**config.mk**
```make
export PLATFORM = sky130hd
export DESIGN_NAME = sobel_gradient_magnitude_unit
export DESIGN_NICKNAME = d
export VERILOG_FILES = /design/src/rtl/core/sgm_pkg.sv /design/src/rtl/core/sgm_line_store.sv /design/src/rtl/core/sgm_isqrt.sv /design/src/rtl/core/sobel_gradient_magnitude_unit.sv
export VERILOG_INCLUDE_DIRS = /design/src /design/src/rtl/core
export SDC_FILE = /design/constraint.sdc
export NUM_CORES = 2
export LEC_CHECK = 0
export ABC_CLOCK_PERIOD_IN_PS = 10200
export BUFFER_PORTS_ARGS = -buffer_cell sky130_fd_sc_hd__buf_2
export CORE_MARGIN = 3
export CORE_UTILIZATION = 63
export DETAILED_ROUTE_END_ITERATION = 8
export PLACE_DENSITY = 0.79
export SLEW_MARGIN = 20
export SYNTH_ARGS = -nofsm -noshare
export SYNTH_HDL_FRONTEND = slang
export SYNTH_SLANG_ARGS = --single-unit
```
**constraint.sdc**
```tcl
create_clock -name aclk -period 10.2 [get_ports aclk]
set_input_delay 0.51 -clock aclk [delete_from_list [all_inputs] [get_ports aclk]]
set_output_delay 0.51 -clock aclk [all_outputs]
set_load 0.02 [all_outputs]
```
**src/rtl/core/sobel_gradient_magnitude_unit_defines.svh**
```systemverilog
// assertion helpers used by sobel_gradient_magnitude_unit; they expect aclk and aresetn in scope
`ifndef SOBEL_GRADIENT_MAGNITUDE_UNIT_DEFINES_SVH
`define SOBEL_GRADIENT_MAGNITUDE_UNIT_DEFINES_SVH

// consequent checked in the same cycle as the antecedent
`define SGM_ASSERT_SAME(label, ante, cons, msg) \
    label: assert property (@(posedge aclk) disable iff (!aresetn) (ante) |-> (cons)) \
        else $error(msg);

// consequent checked in the cycle after the antecedent
`define SGM_ASSERT_NEXT(label, ante, cons, msg) \
    label: assert property (@(posedge aclk) disable iff (!aresetn) (ante) |=> (cons)) \
        else $error(msg);

`endif

```
**src/rtl/core/sgm_pkg.sv**
```systemverilog
package sgm_pkg;

    localparam int MAX_COLS       = 256;
    localparam int MAX_ROWS       = 256;
    localparam int PIXEL_BITS     = 8;
    localparam int DIM_BITS       = 9;
    localparam int COL_ADDR_BITS  = $clog2(MAX_COLS);
    localparam int GRAD_BITS      = 11;
    localparam int MAG_BITS       = 11;
    localparam int SQ_TERM_BITS   = 20;
    localparam int SQ_BITS        = SQ_TERM_BITS + 1;
    localparam int CFG_ADDR_BITS  = 1;

    localparam logic [CFG_ADDR_BITS-1:0] REG_IMAGE_ROWS = 1'b0;
    localparam logic [CFG_ADDR_BITS-1:0] REG_IMAGE_COLS = 1'b1;

    localparam logic [DIM_BITS-1:0] SIZE_RESET = DIM_BITS'(256);
    localparam logic [MAG_BITS-1:0] MAG_MAX    = MAG_BITS'(1442);

    // one line store entry: the row above and the row two above
    typedef struct packed {
        logic [PIXEL_BITS-1:0] lower;
        logic [PIXEL_BITS-1:0] upper;
    } line_pair_t;

    // one window column, top row first
    typedef struct packed {
        logic [PIXEL_BITS-1:0] top;
        logic [PIXEL_BITS-1:0] mid;
        logic [PIXEL_BITS-1:0] bot;
    } pix_col_t;

    function automatic logic [DIM_BITS-1:0] clamp_size(input logic [DIM_BITS-1:0] v,
                                                       input logic [DIM_BITS-1:0] limit);
        logic [DIM_BITS-1:0] r;
        if (v == '0) begin
            r = DIM_BITS'(1);
        end else if (v > limit) begin
            r = limit;
        end else begin
            r = v;
        end
        return r;
    endfunction

    function automatic logic signed [GRAD_BITS-1:0] ext_pix(input logic [PIXEL_BITS-1:0] p);
        return $signed({{(GRAD_BITS-PIXEL_BITS){1'b0}}, p});
    endfunction

endpackage

```
**src/rtl/core/sgm_line_store.sv**
```systemverilog
module sgm_line_store
    import sgm_pkg::*;
(
    input  logic                     aclk,
    input  logic                     rd_en,
    input  logic [COL_ADDR_BITS-1:0] rd_addr,
    output line_pair_t               rd_data,
    input  logic                     wr_en,
    input  logic [COL_ADDR_BITS-1:0] wr_addr,
    input  line_pair_t               wr_data
);

    line_pair_t mem [MAX_COLS];

    always_ff @(posedge aclk) begin
        if (wr_en) begin
            mem[wr_addr] <= wr_data;
        end
    end

    always_ff @(posedge aclk) begin
        if (rd_en) begin
            rd_data <= mem[rd_addr];
        end
    end

endmodule

```
**src/rtl/core/sgm_isqrt.sv**
```systemverilog
module sgm_isqrt
    import sgm_pkg::*;
(
    input  logic                aclk,
    input  logic                aresetn,
    input  logic                start,
    input  logic [SQ_BITS-1:0]  operand,
    output logic                done,
    output logic [MAG_BITS-1:0] root
);

    localparam int STEP_BITS = $clog2(MAG_BITS);
    localparam logic [SQ_BITS-1:0] BIT_INIT = SQ_BITS'(1) << (2 * (MAG_BITS - 1));

    logic [SQ_BITS-1:0]   rem_reg, rem_next;
    logic [SQ_BITS-1:0]   res_reg, res_next;
    logic [SQ_BITS-1:0]   bit_reg, bit_next;
    logic [STEP_BITS-1:0] step_reg, step_next;
    logic                 busy_reg, busy_next;
    logic                 done_reg, done_next;
    logic [SQ_BITS:0]     trial;

    // one result bit per cycle, restoring digit recurrence
    always_comb begin
        rem_next  = rem_reg;
        res_next  = res_reg;
        bit_next  = bit_reg;
        step_next = step_reg;
        busy_next = busy_reg;
        done_next = 1'b0;
        trial     = {1'b0, res_reg} + {1'b0, bit_reg};
        if (start) begin
            rem_next  = operand;
            res_next  = '0;
            bit_next  = BIT_INIT;
            step_next = '0;
            busy_next = 1'b1;
        end else if (busy_reg) begin
            if ({1'b0, rem_reg} >= trial) begin
                rem_next = rem_reg - trial[SQ_BITS-1:0];
                res_next = (res_reg >> 1) + bit_reg;
            end else begin
                res_next = res_reg >> 1;
            end
            bit_next  = bit_reg >> 2;
            step_next = step_reg + STEP_BITS'(1);
            if (step_reg == STEP_BITS'(MAG_BITS - 1)) begin
                busy_next = 1'b0;
                done_next = 1'b1;
            end
        end
    end

    always_ff @(posedge aclk) begin
        if (!aresetn) begin
            busy_reg <= 1'b0;
            done_reg <= 1'b0;
            step_reg <= '0;
        end else begin
            busy_reg <= busy_next;
            done_reg <= done_next;
            step_reg <= step_next;
            rem_reg  <= rem_next;
            res_reg  <= res_next;
            bit_reg  <= bit_next;
        end
    end

    assign done = done_reg;
    assign root = res_reg[MAG_BITS-1:0];

endmodule

```
**src/rtl/core/sobel_gradient_magnitude_unit.sv**
```systemverilog
// 3x3 sobel edge detector over a zero-padded image. Send one pixel per position of the
// (image_rows+2) x (image_cols+2) output grid in raster order; the pixel is ignored outside
// the image. Each transaction returns grad_x, grad_y, their magnitude (floor square root of
// the sum of squares) and a last_of_frame flag on the final grid position. Set image_rows
// and image_cols (1..256, 0 counts as 1, larger counts as 256) while the block is idle; any
// write restarts the frame. The two previous rows live in one 256 x 16 synchronous-read
// memory. A pixel passes through a memory read and write-back state, a squaring state, a
// sum state that starts the square root, a wait state until the bit-by-bit square root
// finishes, and a hold state that loads the output register, staying there while that
// register is full and not being drained. Only one pixel is in flight at a time: a new
// pixel is taken as soon as the previous result is loaded into the output register, even
// if that result has not been taken yet.
`include "sobel_gradient_magnitude_unit_defines.svh"

module sobel_gradient_magnitude_unit
    import sgm_pkg::*;
(
    input  logic                        aclk,
    input  logic                        aresetn,

    input  logic                        cfg_wr_en,
    input  logic [CFG_ADDR_BITS-1:0]    cfg_addr,
    input  logic [DIM_BITS-1:0]         cfg_wr_data,

    input  logic                        s_valid,
    output logic                        s_ready,
    input  logic [PIXEL_BITS-1:0]       s_pixel,

    output logic                        m_valid,
    input  logic                        m_ready,
    output logic signed [GRAD_BITS-1:0] m_grad_x,
    output logic signed [GRAD_BITS-1:0] m_grad_y,
    output logic [MAG_BITS-1:0]         m_magnitude,
    output logic                        m_last_of_frame
);

    typedef enum logic [2:0] {
        ST_IDLE,
        ST_READ,
        ST_SQUARE,
        ST_SUM,
        ST_ROOT,
        ST_HOLD
    } state_t;

    state_t state_reg, state_next;

    logic [DIM_BITS-1:0]      image_rows_reg, image_rows_next;
    logic [DIM_BITS-1:0]      image_cols_reg, image_cols_next;
    logic [DIM_BITS-1:0]      row_reg, row_next;
    logic [DIM_BITS-1:0]      col_reg, col_next;
    pix_col_t                 win0_reg, win0_next;
    pix_col_t                 win1_reg, win1_next;

    logic [PIXEL_BITS-1:0]    pix_reg, pix_next;
    logic                     col_in_reg, col_in_next;
    logic                     ge1_reg, ge1_next;
    logic                     ge2_reg, ge2_next;
    logic                     first_reg, first_next;
    logic                     last_reg, last_next;
    logic [COL_ADDR_BITS-1:0] addr_reg, addr_next;

    logic signed [GRAD_BITS-1:0] gx_reg, gx_next;
    logic signed [GRAD_BITS-1:0] gy_reg, gy_next;
    logic [SQ_TERM_BITS-1:0]     sqx_reg, sqx_next;
    logic [SQ_TERM_BITS-1:0]     sqy_reg, sqy_next;

    logic                        m_valid_reg, m_valid_next;
    logic signed [GRAD_BITS-1:0] m_grad_x_reg, m_grad_x_next;
    logic signed [GRAD_BITS-1:0] m_grad_y_reg, m_grad_y_next;
    logic [MAG_BITS-1:0]         m_magnitude_reg, m_magnitude_next;
    logic                        m_last_reg, m_last_next;

    logic [DIM_BITS-1:0]  rows_eff, cols_eff;
    logic                 in_xact;
    logic                 col_inside;
    line_pair_t           rd_pair;
    line_pair_t           wr_pair;
    logic                 store_wr_en;
    logic [PIXEL_BITS-1:0] up_pix, lo_pix;
    pix_col_t             wnd0, wnd1;
    logic signed [2*GRAD_BITS-1:0] prod_x, prod_y;
    logic                 sqrt_start;
    logic [SQ_BITS-1:0]   sqrt_operand;
    logic                 sqrt_done;
    logic [MAG_BITS-1:0]  sqrt_root;

    assign rows_eff   = clamp_size(image_rows_reg, DIM_BITS'(MAX_ROWS));
    assign cols_eff   = clamp_size(image_cols_reg, DIM_BITS'(MAX_COLS));
    assign s_ready    = (state_reg == ST_IDLE);
    assign in_xact    = s_valid && s_ready;
    assign col_inside = (col_reg < cols_eff);

    sgm_line_store u_line_store (
        .aclk    (aclk),
        .rd_en   (in_xact && col_inside),
        .rd_addr (col_reg[COL_ADDR_BITS-1:0]),
        .rd_data (rd_pair),
        .wr_en   (store_wr_en),
        .wr_addr (addr_reg),
        .wr_data (wr_pair)
    );

    // rows before the image and columns past it read as zero; the window is cleared at column 0
    assign up_pix = (col_in_reg && ge1_reg) ? rd_pair.upper : '0;
    assign lo_pix = (col_in_reg && ge2_reg) ? rd_pair.lower : '0;
    assign wnd0   = first_reg ? '0 : win0_reg;
    assign wnd1   = first_reg ? '0 : win1_reg;

    assign store_wr_en   = (state_reg == ST_READ) && col_in_reg;
    assign wr_pair.lower = up_pix;
    assign wr_pair.upper = pix_reg;

    assign prod_x       = gx_reg * gx_reg;
    assign prod_y       = gy_reg * gy_reg;
    assign sqrt_start   = (state_reg == ST_SUM);
    assign sqrt_operand = {1'b0, sqx_reg} + {1'b0, sqy_reg};

    sgm_isqrt u_isqrt (
        .aclk    (aclk),
        .aresetn (aresetn),
        .start   (sqrt_start),
        .operand (sqrt_operand),
        .done    (sqrt_done),
        .root    (sqrt_root)
    );

    always_comb begin
        state_next       = state_reg;
        image_rows_next  = image_rows_reg;
        image_cols_next  = image_cols_reg;
        row_next         = row_reg;
        col_next         = col_reg;
        win0_next        = win0_reg;
        win1_next        = win1_reg;
        pix_next         = pix_reg;
        col_in_next      = col_in_reg;
        ge1_next         = ge1_reg;
        ge2_next         = ge2_reg;
        first_next       = first_reg;
        last_next        = last_reg;
        addr_next        = addr_reg;
        gx_next          = gx_reg;
        gy_next          = gy_reg;
        sqx_next         = sqx_reg;
        sqy_next         = sqy_reg;
        m_valid_next     = m_valid_reg;
        m_grad_x_next    = m_grad_x_reg;
        m_grad_y_next    = m_grad_y_reg;
        m_magnitude_next = m_magnitude_reg;
        m_last_next      = m_last_reg;

        if (m_valid_reg && m_ready) begin
            m_valid_next = 1'b0;
        end

        unique case (state_reg)
            ST_IDLE: begin
                if (in_xact) begin
                    col_in_next = col_inside;
                    pix_next    = (col_inside && row_reg < rows_eff) ? s_pixel : '0;
                    ge1_next    = (row_reg >= DIM_BITS'(1));
                    ge2_next    = (row_reg >= DIM_BITS'(2));
                    first_next  = (col_reg == '0);
                    addr_next   = col_reg[COL_ADDR_BITS-1:0];
                    last_next   = (row_reg >= rows_eff + DIM_BITS'(1)) &&
                                  (col_reg >= cols_eff + DIM_BITS'(1));
                    if (col_reg >= cols_eff + DIM_BITS'(1)) begin
                        col_next = '0;
                        row_next = (row_reg >= rows_eff + DIM_BITS'(1)) ? '0
                                 : row_reg + DIM_BITS'(1);
                    end else begin
                        col_next = col_reg + DIM_BITS'(1);
                    end
                    state_next = ST_READ;
                end
            end
            ST_READ: begin
                gx_next = (ext_pix(lo_pix) - ext_pix(wnd0.top))
                        + ((ext_pix(up_pix) - ext_pix(wnd0.mid)) <<< 1)
                        + (ext_pix(pix_reg) - ext_pix(wnd0.bot));
                gy_next = (ext_pix(wnd0.bot) - ext_pix(wnd0.top))
                        + ((ext_pix(wnd1.bot) - ext_pix(wnd1.top)) <<< 1)
                        + (ext_pix(pix_reg) - ext_pix(lo_pix));
                win0_next     = wnd1;
                win1_next.top = lo_pix;
                win1_next.mid = up_pix;
                win1_next.bot = pix_reg;
                state_next    = ST_SQUARE;
            end
            ST_SQUARE: begin
                sqx_next   = prod_x[SQ_TERM_BITS-1:0];
                sqy_next   = prod_y[SQ_TERM_BITS-1:0];
                state_next = ST_SUM;
            end
            ST_SUM: begin
                state_next = ST_ROOT;
            end
            ST_ROOT: begin
                if (sqrt_done) begin
                    state_next = ST_HOLD;
                end
            end
            ST_HOLD: begin
                // output register free or being drained this cycle
                if (!m_valid_reg || m_ready) begin
                    m_valid_next     = 1'b1;
                    m_grad_x_next    = gx_reg;
                    m_grad_y_next    = gy_reg;
                    m_magnitude_next = sqrt_root;
                    m_last_next      = last_reg;
                    state_next       = ST_IDLE;
                end
            end
            default: begin
                state_next = ST_IDLE;
            end
        endcase

        // a register write restarts the frame
        if (cfg_wr_en) begin
            unique case (cfg_addr)
                REG_IMAGE_ROWS: image_rows_next = cfg_wr_data;
                REG_IMAGE_COLS: image_cols_next = cfg_wr_data;
                default:        image_rows_next = image_rows_reg;
            endcase
            row_next  = '0;
            col_next  = '0;
            win0_next = '0;
            win1_next = '0;
        end
    end

    always_ff @(posedge aclk) begin
        if (!aresetn) begin
            state_reg      <= ST_IDLE;
            image_rows_reg <= SIZE_RESET;
            image_cols_reg <= SIZE_RESET;
            row_reg        <= '0;
            col_reg        <= '0;
            win0_reg       <= '0;
            win1_reg       <= '0;
            m_valid_reg    <= 1'b0;
        end else begin
            state_reg       <= state_next;
            image_rows_reg  <= image_rows_next;
            image_cols_reg  <= image_cols_next;
            row_reg         <= row_next;
            col_reg         <= col_next;
            win0_reg        <= win0_next;
            win1_reg        <= win1_next;
            m_valid_reg     <= m_valid_next;
            pix_reg         <= pix_next;
            col_in_reg      <= col_in_next;
            ge1_reg         <= ge1_next;
            ge2_reg         <= ge2_next;
            first_reg       <= first_next;
            last_reg        <= last_next;
            addr_reg        <= addr_next;
            gx_reg          <= gx_next;
            gy_reg          <= gy_next;
            sqx_reg         <= sqx_next;
            sqy_reg         <= sqy_next;
            m_grad_x_reg    <= m_grad_x_next;
            m_grad_y_reg    <= m_grad_y_next;
            m_magnitude_reg <= m_magnitude_next;
            m_last_reg      <= m_last_next;
        end
    end

    assign m_valid         = m_valid_reg;
    assign m_grad_x        = m_grad_x_reg;
    assign m_grad_y        = m_grad_y_reg;
    assign m_magnitude     = m_magnitude_reg;
    assign m_last_of_frame = m_last_reg;

    `SGM_ASSERT_NEXT(a_one_in_flight, s_valid && s_ready, !s_ready, "second item taken while busy")
    `SGM_ASSERT_SAME(a_root_in_wait, sqrt_done, state_reg == ST_ROOT, "root done outside wait")
    `SGM_ASSERT_SAME(a_mag_range, m_valid, m_magnitude <= MAG_MAX, "magnitude out of range")
    `SGM_ASSERT_SAME(a_grid_range, 1'b1,
        (col_reg <= cols_eff + DIM_BITS'(1)) && (row_reg <= rows_eff + DIM_BITS'(1)),
        "grid position beyond padded frame")

endmodule

```
# Word-level counts from Yosys, hierarchy flattened
# Memory sizes are Yosys's and may differ from the RTL's. A register that Yosys moved wholly into a read port is not among the register bits.
# Index checks and enable logic that the tools add are counted.
[word_totals] wordCells=135 out_inout_bits=36 mem_count=1 mem_bits_rw=4096 reg_bits=264
[mem_list] name="u_line_store.mem" words=256 width=16 rd=1 rd_clocked_by_memory_dff=1 write_ports=1 line_no="sgm_line_store.sv:13" source="line_pair_t mem [MAX_COLS];"
[classes] n_bitwise=3 magnitude_cmp=9 addsub=19 muxes=29 eq_ne=9 n_reduce_logical=30 n_mul=2
[op_table] cell="21-bit two-way mux" n=6
[op_table] cell="9-bit two-way mux" n=6
[op_table] cell="8-bit by 8-bit subtractor with 9-bit output" n=6
[op_table] cell="24-bit two-way mux" n=2
[op_table] cell="11-bit by 11-bit multiplier with 20-bit output" n=2
[op_table] cell="9-bit by 1-bit adder with 9-bit output, second input constant" n=4
[op_table] cell="9-bit zero test" n=3
[op_table] cell="11-bit by 9-bit adder with 11-bit output" n=2
[op_table] cell="21-bit by 21-bit adder with 22-bit output" n=1
[op_table] cell="9-bit by 10-bit adder with 11-bit output" n=2
[op_table] cell="21-bit by 22-bit >= comparator with 1-bit output" n=1
[op_table] cell="20-bit by 20-bit adder with 21-bit output" n=1
[op_table] cell="20-bit by 21-bit adder with 21-bit output" n=1
[op_table] cell="21-bit subtractor" n=1
[op_table] cell="9-bit >= comparator" n=2
[op_table] cell="9-bit > comparator, second input constant" n=2
[op_table] cell="9-bit less-than comparator" n=2
[op_table] cell="3-bit one-hot mux with 6 select lines" n=1
[op_table] cell="8-bit two-way mux" n=2
[op_table] cell="3-bit AND reduction" n=5
[op_table] cell="2-bit AND reduction" n=6
[op_table] cell="9-bit by 1-bit >= comparator with 1-bit output, second input constant" n=1
[op_table] cell="9-bit by 2-bit >= comparator with 1-bit output, second input constant" n=1
[op_table] cell="1-bit two-way mux" n=9
[op_table] cell="other kinds (16)" n=32

# Longest topological paths before layout
[logic_depth] depth_word=6 ltp_mapped=21 ltp_nobuf=20

# Modules after synthesis
# A second synthesis with hierarchy kept.
[hier_totals] cells_unflattened=9983 hier_area_um2=183658.6
[modules_own_cells] module="sgm_line_store" seq_area_each_um2=123478.4 n_inst=1 area_per_inst_um2=158874.9 cells_per_inst=7360
[modules_own_cells] module="sobel_gradient_magnitude_unit" seq_area_each_um2=5215.0 n_inst=1 area_per_inst_um2=19847.8 cells_per_inst=2097
[modules_own_cells] module="sgm_isqrt" seq_area_each_um2=1711.6 n_inst=1 area_per_inst_um2=4936.0 cells_per_inst=526

# Worst setup path before layout
# Ideal clock, no wire load.
[synth_path] kind="register to register" from="register col_in_reg" to="register gx_reg[10], data pin" required_ns=9.940 synth_period_minus_slack_ns=7.126 arrival_time_ns=6.866 slack_ns=3.074 setup_time_ns=0.260 path_stages_with_launch=16 path_cell_list="edfxtp_1 -> clkbuf_1 -> and3_1 -> fa_1 -> inv_1 -> fa_1 -> inv_1 -> ha_1 -> a21o_1 -> a21oi_1 -> o21ai_0 -> a21oi_1 -> o21ai_0 -> a21o_1 -> a21oi_1 -> xnor2_1"
[synth_rtl] element="start, declared" line_no="sobel_gradient_magnitude_unit.sv:56" source="logic col_in_reg, col_in_next;"
[synth_rtl] element="start signal, assigned" line_no="sobel_gradient_magnitude_unit.sv:254" source="col_in_reg <= col_in_next;"
[synth_rtl] element="end signal, assigned" line_no="sobel_gradient_magnitude_unit.sv:260" source="gx_reg <= gx_next;"
[synth_rtl] element="end, declared" line_no="sobel_gradient_magnitude_unit.sv:63" source="logic signed [GRAD_BITS-1:0] gx_reg, gx_next;"

# Final worst setup path
[layout_path] from="register gy_reg[10]" to="register sqy_reg[19], data pin"
[layout_via] elab_chain_len=1
[layout_lines] element="start, declared" line_no="sobel_gradient_magnitude_unit.sv:64" source="logic signed [GRAD_BITS-1:0] gy_reg, gy_next;"
[layout_lines] element="start signal, assigned" line_no="sobel_gradient_magnitude_unit.sv:261" source="gy_reg <= gy_next;"
[layout_lines] element="11-bit by 11-bit multiplier with 20-bit output" line_no="sobel_gradient_magnitude_unit.sv:115" source="assign prod_y = gy_reg * gy_reg;"
[layout_lines] element="named net prod_y[19]" line_no="sobel_gradient_magnitude_unit.sv:82" source="logic signed [2*GRAD_BITS-1:0] prod_x, prod_y;"
[layout_lines] element="end signal, assigned" line_no="sobel_gradient_magnitude_unit.sv:263" source="sqy_reg <= sqy_next;"
[layout_lines] element="end, declared" line_no="sobel_gradient_magnitude_unit.sv:66" source="logic [SQ_TERM_BITS-1:0] sqy_reg, sqy_next;"
# The timed path passes the listed nets, and every way through them passes these cells.
# A chain may end at the register's enable or synchronous reset.

==> impl_metrics.py <==
metrics = {
    "yosys": {
        "postSynth.topFlopCell": "edfxtp_1",
        "syn_inst": 9011,
        "yosysWarnings": 0,
        "synth_seq_area_share_pct": 71.9,
        "synth_top_area_share_pct": 70.8,
        "syn_area_per_cell_um2": 20.1,
        "syn_nets": 9506,
        "synth_area_leader_cell": "edfxtp_1",
        "ys_types": 78,
        "synth.top_cells.by_area": "edfxtp_1, mux4_2, fa_1",
        "synth-edff-count": 4280,
        "post_synth_instance_area_um2": 181000,
        "yosys_register_bits": 4374,
        "fraction_of_registers_with_async_set_reset_pct": 0,
    },
    "drt": {
        "drt_drc_violations_left": 0,
        "route.antenna.remaining_nets": 0,
        "drtIter0Drc": 15600,
        "num_vias": 97200,
        "avgRoutedWirePerCell_um": 37.1,
        "totalWireLength_um": 504000,
        "drt_pre_antenna_iters": 8,
        "average_vias_per_placed_instance": 7.17,
    },
    "clock_tree": {
        "cts_stage_hold_buffer_count": 26,
        "tritoncts": "built",
        "max-clock-path-buffers": 4,
        "cts_setup_buffers": 0,
        "cts.clk_slew.worst_paths_ns": 0.06,
        "htree_num_levels": 5,
        "post_cts_resized": 0,
        "cts_num_sinks": 4374,
        "cts.root.buffer_cell": "clkbuf_16",
        "cts_buf_count": 420,
        "insertion_delay_ns": 0.98,
    },
    "sta": {
        "slew_headroom_pct": 1.72,
        "finalSetupViolCount": 0,
        "rsz_0062_raised_after_global_routing": "false",
        "finalWorstPathRequiredPeriod_ns": 6.15,
        "skew_ns": 0.0671,
        "max_clock_freq_mhz": 163,
        "drv_slew": 0,
        "finalSetupTns_ns": 0,
        "tightestPinTransition_ns": 1.46,
        "timing.final.crit_share_pct": 60.3,
        "finalHoldViolCount": 0,
    },
    "setup_path": {
        "crit_arrival_ns": 6.85,
        "path_common_cell": "fa_1",
        "worstReg2RegEnd": "sqy_reg[19]$_DFFE_PP_",
        "start_kind": "flip-flop",
        "critical_path_required_ns": 10.90,
        "timing.critical_path.slowest_stage_cell": "a2111oi_0",
        "worst-r2r-setup-slack_ns": 4.05,
        "worstPathCellList": "clkinv_1 > nor2_1 > fa_1 > inv_1 > fa_1 > fa_1 > inv_1 > fa_1 > inv_1 > fa_1 > inv_1 > ha_1 > and3_1 > a21oi_1 > a31oi_1 > and4_1 > a2111oi_0 > a21oi_1 > xnor2_1",
        "critPathTopFamily": "adder cells",
        "critical_r2r_launch": "gy_reg[10]$_DFFE_PP_",
        "worst-path-buf-inv": 5,
        "crit_end_category": "flip-flop",
        "critical_path.max_stage_delay_ns": 0.70,
        "critical_path_type": "flip-flop to flip-flop",
        "timing.reg2reg.worst_path_depth": 19,
        "critical_path_peak_fanout": 13,
        "startpoint": "gy_reg[10]$_DFFE_PP_",
    },
    "final_layout": {
        "final_layout_size_suffix_gt1_share_pct": 24.8,
        "number_of_flip_flops_under_the_largest_register_name": 4096,
        "fin_util_pct": 70.5,
        "final_cell_area_um2": 202000,
        "design.final.nets": 9921,
        "nFillCells": 15900,
        "layout.cells.most_common": "edfxtp_1",
        "layout_common_cells": "edfxtp_1, mux4_2, clkbuf_16",
        "area_added_between_synthesis_and_finish_pct": 11.1,
    },
    "min_path": {
        "worstHoldEndpoint": "col_reg[1]$_SDFFE_PP0P_",
        "hold_path.startpoint": "s_valid",
        "hold-path-cell-count": 4,
        "holdCritPathClass": "primary input to flip-flop",
    },
    "placed_design": {
        "postPlaceCellArea_um2": 188000,
        "io_buffer_count": 58,
        "detailed_place_hpwl_um": 274000,
        "gpl.final_weighted_congestion": 0.902,
    },
    "run": {
        "max-cap-violations": 1,
    },
    "floorplanning": {
        "die-width_um": 543,
        "die_height_um": 543,
        "start_util_pct": 63.5,
        "num_rows": 196,
        "num_io_pins": 59,
        "core_area_um2": 286000,
        "design.die.area_um2": 294000,
    },
    "pwr": {
        "static-leakage-power_uw": 0.0646,
        "peakVddDrop_v": 0.000401,
        "power-per-cell-area_nw_per_um2": 204,
    },
    "grt": {
        "grt_pass1_vias": 98700,
        "global_route.usage.total_pct": 34.6,
        "grt_start_max_net_pins": 209,
        "globalRoute.totalOverflow": 0,
        "global_route_wire_length_before_repair_um": 721000,
        "grt_antenna_before_repair": 33,
    },
    "run_status": {
        "violations_in_the_final_reports": "max-capacitance violations",
        "status": "finished with violations",
    },
}
[worst register-to-register path, delay by kind of cell, from the launching register on]
family / cells / cell delay, ns
flip-flops: 1 / 0.64
AND/OR/NAND/NOR: 3 / 0.66
adder cells (fa/ha/maj): 6 / 2.63
buffers and inverters: 5 / 0.62
XOR/XNOR: 1 / 0.17
AO/OA/AOI/OAI: 4 / 1.21
[metal layers]
metal  part of all wire, %  vias to the layer above  global-route usage, %
met5                 0.041                        -                      0
met4                   7.0                       28                   19.8
met3                    13                     1753                   10.5
met2                    48                     8371                   54.0
met1                    32                    49800                   43.8
li1                      -                    37200                      -
[metrics by stage]
step                setup slack, ns  total power [uW]  hold WS, ns  std cells
floorplan                      3.07             24800        0.400       9011
global placement               4.00             25900        0.434      12700
detailed placement             4.09             26100        0.443      12700
CTS                            4.08             41200       0.0678      13500
global route                   3.65             42400        0.126      13500
finish                         4.05             41100        0.103      13600
[cell families after synthesis]
family / share of synthesized area (%)
multiplexers: 15.6
adder cells (fa/ha/maj): 4.15
AND/OR/NAND/NOR: 2.98
AO/OA/AOI/OAI: 2.46
buffers and inverters: 1.98
XOR/XNOR: 0.917
flip-flops: 71.9
[area by class of cell]
type	instances	area, um^2	area share (%)
clock buffers	524	11200	5.53
multi-input cells	3833	48200	23.9
clock inverters	254	2150	1.07
inverters	379	1430	0.712
repair buffers	418	3360	1.67
well taps	3762	4710	2.34
flip-flops and latches	4374	130000	64.7
diodes	21	52.6	0.0261
[how the worst max path moves through the flow]
stage | endpoint | slack [ns] | cells past startpoint
after global routing | sqy_reg[19]$_DFFE_PP_ | 3.65 | 19
after floorplan | gx_reg[10]$_DFFE_PP_ | 3.07 | 15
after CTS | sqy_reg[19]$_DFFE_PP_ | 4.08 | 19
after global placement | sqy_reg[19]$_DFFE_PP_ | 4.00 | 19
final | sqy_reg[19]$_DFFE_PP_ | 4.05 | 19
after detailed placement | sqy_reg[19]$_DFFE_PP_ | 4.09 | 19
[where the power goes]
part	internal, uW	switching (uW)
Combinational	2440	3120
Sequential	20100	104
Clock	8480	6860
[synthesized netlist by cell type (all sizes together) (13+ instances only)]
cell type / n
o21ai: 100
fa: 217
nand4: 16
dfxtp: 94
a21o: 39
xor2: 62
and2: 87
and3: 23
o21bai: 25
nand2b: 63
a21boi: 24
a22o: 16
o21a: 21
o22ai: 26
a211oi: 47
nor3: 36
mux4: 1226
xnor2: 128
ha: 255
nand2: 370
clkbuf: 186
inv: 376
nand3: 50
o211ai: 13
buf: 239
nor2: 419
edfxtp: 4280
mux2i: 72
a21oi: 200
a31oi: 35
nor2b: 54
a221oi: 18
a22oi: 50
or3: 13
Power figures use the tool's default switching activity.
